### src/rtl/positional_array_list_unit_assert.svh
// Assertion macros for the positional array list unit.
// Concurrent checks collapse to nothing when SYNTHESIS is defined.
`ifndef POSITIONAL_ARRAY_LIST_UNIT_ASSERT_SVH
`define POSITIONAL_ARRAY_LIST_UNIT_ASSERT_SVH
`ifndef SYNTHESIS
`define PAL_ASSERT(lbl, clk, rstn, prop, msg) \
    lbl: assert property (@(posedge clk) disable iff (!rstn) (prop)) else $error(msg);
`define PAL_ASSERT_IMP(lbl, clk, rstn, ante, cons, msg) \
    lbl: assert property (@(posedge clk) disable iff (!rstn) (ante) |-> (cons)) \
        else $error(msg);
`else
`define PAL_ASSERT(lbl, clk, rstn, prop, msg)
`define PAL_ASSERT_IMP(lbl, clk, rstn, ante, cons, msg)
`endif
`endif

### src/rtl/pal_ram.sv
// Generic simple dual-port RAM: one write port, one read port, registered read.
// No dependencies.
module pal_ram #(
    parameter int WIDTH = 32,
    parameter int DEPTH = 128
) (
    input  logic                     i_clk,
    input  logic                     i_we,
    input  logic [$clog2(DEPTH)-1:0] i_waddr,
    input  logic [WIDTH-1:0]         i_wdata,
    input  logic                     i_re,
    input  logic [$clog2(DEPTH)-1:0] i_raddr,
    output logic [WIDTH-1:0]         o_rdata
);
    logic [WIDTH-1:0] r_mem [DEPTH];
    logic [WIDTH-1:0] r_rdata;

    always_ff @(posedge i_clk) begin
        if (i_we) begin
            r_mem[i_waddr] <= i_wdata;
        end
        if (i_re) begin
            r_rdata <= r_mem[i_raddr];
        end
    end

    assign o_rdata = r_rdata;
endmodule

### config.mk
export PLATFORM = sky130hd
export DESIGN_NAME = pal_ram
export DESIGN_NICKNAME = d
export VERILOG_FILES = /design/src/rtl/positional_array_list_unit_assert.svh /design/src/rtl/pal_ram.sv
export SDC_FILE = /design/constraint.sdc
export NUM_CORES = 2
export LEC_CHECK = 0
export BUFFER_PORTS_ARGS = -buffer_cell sky130_fd_sc_hd__buf_2
export CAP_MARGIN = 20
export CORE_MARGIN = 2
export CORE_UTILIZATION = 30
export CTS_CLUSTER_DIAMETER = 80
export DETAILED_ROUTE_END_ITERATION = 16
export HOLD_SLACK_MARGIN = 0.05
export PLACE_DENSITY_LB_ADDON = 0.12
export SLEW_MARGIN = 25
export SYNTH_ARGS = -nofsm -noshare
export SYNTH_HDL_FRONTEND = slang
export SYNTH_SLANG_ARGS = --single-unit
### constraint.sdc
create_clock -name i_clk -period 11.7 [get_ports i_clk]
set_clock_uncertainty 0.15 [all_clocks]
set_input_delay 2.34 -clock i_clk [delete_from_list [all_inputs] [get_ports i_clk]]
set_output_delay 2.34 -clock i_clk [all_outputs]
set_load 0.01 [all_outputs]
==> impl_table.tex <==
\begin{tabular}{lr}
\hline
Metric & Value \\
\hline
\multicolumn{2}{l}{\textbf{Outcome}} \\
\quad Result of the run & finished clean \\
\multicolumn{2}{l}{\textbf{STA}} \\
\quad Worst Tran Pin Value & $\sim$1.1 ns \\
\quad Fin crit share & between 50 and 60\% \\
\quad Setup TNS & 0 ns \\
\quad FMAX & 0.171 GHz \\
\quad Final-report hold violation count & 0 \\
\quad Number of pins with negative max-slew slack in the final report & 0 \\
\quad Finish-stage setup viols & 0 \\
\quad Crit path time final & 5.86 ns \\
\quad Normalized max-slew margin & 24.9\% \\
\quad Setup repair after global routing missed its margin & false \\
\multicolumn{2}{l}{\textbf{Cells and area}} \\
\quad Area of all sequential standard cells & 0.124 mm\^{}2 \\
\quad Count of fill cells added during filler insertion & 47.6k \\
\quad Fraction of layout cells with a size suffix above 1 & 35.4\% \\
\quad Top library cells by usage in the layout, fill and taps aside & edfxtp\_1 (4128), mux4\_2 (1344), clkbuf\_16 (453) \\
\quad Area of the multi-input gates & about 0.032 mm\^{}2 \\
\quad Most common cell after layout, fill and taps aside & edfxtp\_1 \\
\quad Growth of design area from synthesis to finish & 16.2\% \\
\quad Final instance area & 0.182 mm\^{}2 \\
\quad Final \#Nets & 6492 \\
\quad Final Core Density & roughly a third \\
\multicolumn{2}{l}{\textbf{Clock network}} \\
\quad TritonCTS buffer count & 449 \\
\quad Root buffer cell & clkbuf\_16 \\
\quad Clock-pin slew on the worst setup and hold paths & 0.06 ns \\
\quad TritonCTS clock tree & yes \\
\quad Number of hold buffers added after CTS & 0 \\
\quad Clock net sink count & 4128 \\
\quad H-Tree Depth & 5 \\
\quad Clk Latency, worst-skew pair & 1.01 ns \\
\quad Post CTS Setup Buffer Count & 0 \\
\quad Buffers from clock root to sink, at most & 4 \\
\quad Number of gates resized after cts & 0 \\
\multicolumn{2}{l}{\textbf{Die}} \\
\quad Width of the die & 726 um \\
\quad Area of the die & 0.528 mm\^{}2 \\
\quad Core outline area & 0.520 mm\^{}2 \\
\quad Number of primary I/O pins & 81 \\
\quad Die Y & 726 um \\
\quad Starting utilization of the core area & 30.1\% \\
\quad Num rows & 265 \\
\multicolumn{2}{l}{\textbf{Pwr}} \\
\quad Clock network fraction of total power & $\sim$43\% \\
\quad P\_leak & roughly 55 nW \\
\quad Switching power & 7.04 mW \\
\quad Largest vdd supply drop & 0.120 mV \\
\quad Sequential share of power & between 50\% and 60\% \\
\quad Switching Fraction & 22.1\% \\
\quad Cell-internal power & 24.8 mW \\
\quad Power Dens Cells & around 170 mW/mm\^{}2 \\
\quad Combinational share of power & 5.3\% \\
\multicolumn{2}{l}{\textbf{Global route}} \\
\quad Global-route wire length before repair & 675000 um \\
\quad Antenna violations before repair & 84 \\
\quad Grt total ovfl & 0 \\
\quad Maximum number of pins on one net before global-route repair & 100 \\
\quad Via count of the first global-routing pass & between 70k and 80k \\
\quad Global-route total usage across every layer & 18.9\% \\
\multicolumn{2}{l}{\textbf{Hold path}} \\
\quad Kind of path behind the tightest hold check & flop to flop \\
\quad Hold Crit Start & r\_mem[126][4]\$\_DFFE\_PP\_ \\
\quad Count of cells along the worst hold path & 4 \\
\multicolumn{2}{l}{\textbf{Worst setup path}} \\
\quad R2r setup slk & 8.73 ns \\
\quad CP startpoint kind & input port \\
\quad CP max FO & 86 \\
\quad CP Capture Type & flop \\
\quad Worst Reg-to-Reg Cells & 4 \\
\quad Required time of the critical path & 12.31 ns \\
\quad Worst Setup SP & i\_raddr[2] \\
\quad Category of the critical setup timing path & input port to flop \\
\quad Crit path to & o\_rdata[7]\$\_DFFE\_PP\_ \\
\quad RR Endpoint & o\_rdata[1]\$\_DFFE\_PP\_ \\
\quad R2R Path Start & r\_mem[93][1]\$\_DFFE\_PP\_ \\
\quad Arrival time at the worst endpoint & about 6.5 ns \\
\multicolumn{2}{l}{\textbf{Logic synthesis}} \\
\quad Mean area per synthesized cell & $\sim$26 um\^{}2 \\
\quad Cell variety after synth & 16 \\
\quad Total standard cell area after synthesis & 0.157 mm\^{}2 \\
\quad Post-synth net total & 6039 \\
\quad Post-synthesis instance total & 5990 \\
\quad YS warnings & 0 \\
\quad Part of the Yosys area used for sequential elements & 79.2\% \\
\quad Count of state elements after synthesis & slightly above 4k \\
\multicolumn{2}{l}{\textbf{Job}} \\
\quad Number of max-cap violations & 0 \\
\multicolumn{2}{l}{\textbf{Place}} \\
\quad Dpl cell area & 0.167 mm\^{}2 \\
\quad Number of buffers added on ports & 80 \\
\quad Estimated wirelength of the detail-placed design & 271000 um \\
\quad Gp weighted congestion & 0.744 \\
\multicolumn{2}{l}{\textbf{Drt}} \\
\quad Vias per std cell & 5.14 \\
\quad DRC errors left & 0 \\
\quad Average detailed-routed wire length per instance & 36.6 um \\
\quad ANT nets after route & 0 \\
\quad Vias after detailed routing & about 71k \\
\quad Final WL & 507000 um \\
\quad Number of design-rule violations left by the first detailed-router iteration & about 7.8k \\
\quad Pre-Repair DR Iteration Count & 7 \\
\hline
\end{tabular}
[power by group through the flow]
stage	Sequential [mW]	Combinational (mW)	Clock (mW)
floorplan	16.7	0.788	0
global placement	16.7	1.70	0
detailed placement	16.7	1.72	0
CTS	16.4	1.72	14.1
global route	16.4	1.76	14.7
finish	16.4	1.67	13.8
[flip-flops by register name, indices dropped and copies added (netlist names)]
register  flops
r_mem      4096
o_rdata      32
[cells by family after synthesis]
logic type | after synthesis | share of synthesized area, %
flops | 4128 | 79.2
buf+inv | 316 | 0.837
mux | 1376 | 19.6
simple gates | 170 | 0.445
[worst max-delay path: stages]
cell    delay (ns)
buf_8         0.55
buf_12        0.38
buf_4         0.67
mux4_2        0.41
mux4_2        0.69
mux4_2        0.63
mux2_2        0.30
[area by class of cell]
class	count	area share, %
antenna	112	0.154
clock buffer	573	6.48
clock inverter	245	1.23
multi-input combinational	1546	17.8
sequential	4128	68.1
tap	6942	4.77
timing repair buffer	318	1.48
[worst min path at each step]
stage / end / slack [ns]
after global routing: o_rdata[4]$_DFFE_PP_ / 1.11
after global placement: o_rdata[4]$_DFFE_PP_ / 1.04
final: o_rdata[4]$_DFFE_PP_ / 1.06
after CTS: o_rdata[4]$_DFFE_PP_ / 1.06
after floorplan: o_rdata[0]$_DFFE_PP_ / 1.0
after detailed placement: o_rdata[4]$_DFFE_PP_ / 1.05
[Yosys cell counts]
cell      count  share of area (%)
or3_1         1             0.0040
buf_4         3              0.014
nor2_1      122               0.29
buf_6         2              0.014
edfxtp_1   4128                 79
mux4_2     1344                 19
nor3_1        9              0.029
nor2b_1       7              0.028
buf_2        79               0.25
mux2_2       32               0.23
clkbuf_1    182               0.44
nand4_1       3              0.012
nand2b_1      2             0.0080
nand2_1      14              0.034
buf_1        50               0.12
nand3_1      12              0.038
[routing by layer]
layer / part of all wire, % / up-vias / track usage (%)
met5: 0.017 / - / 0
met4: 2.0 / 14 / 3.99
met3: 5.4 / 550 / 2.70
met2: 50 / 2207 / 31.8
met1: 43 / 40900 / 26.1
li1: - / 27500 / -
[metrics by stage]
step	cells	total power, mW	hold WS [ns]	setup WS, ns
floorplan	5990	17.5	0.999	5.97
global placement	12900	18.4	1.04	4.77
detailed placement	12900	18.4	1.05	4.77
CTS	13700	32.2	1.06	5.89
global route	13800	32.8	1.11	5.70
finish	13900	31.8	1.06	5.84
Power figures use the tool's default switching activity.
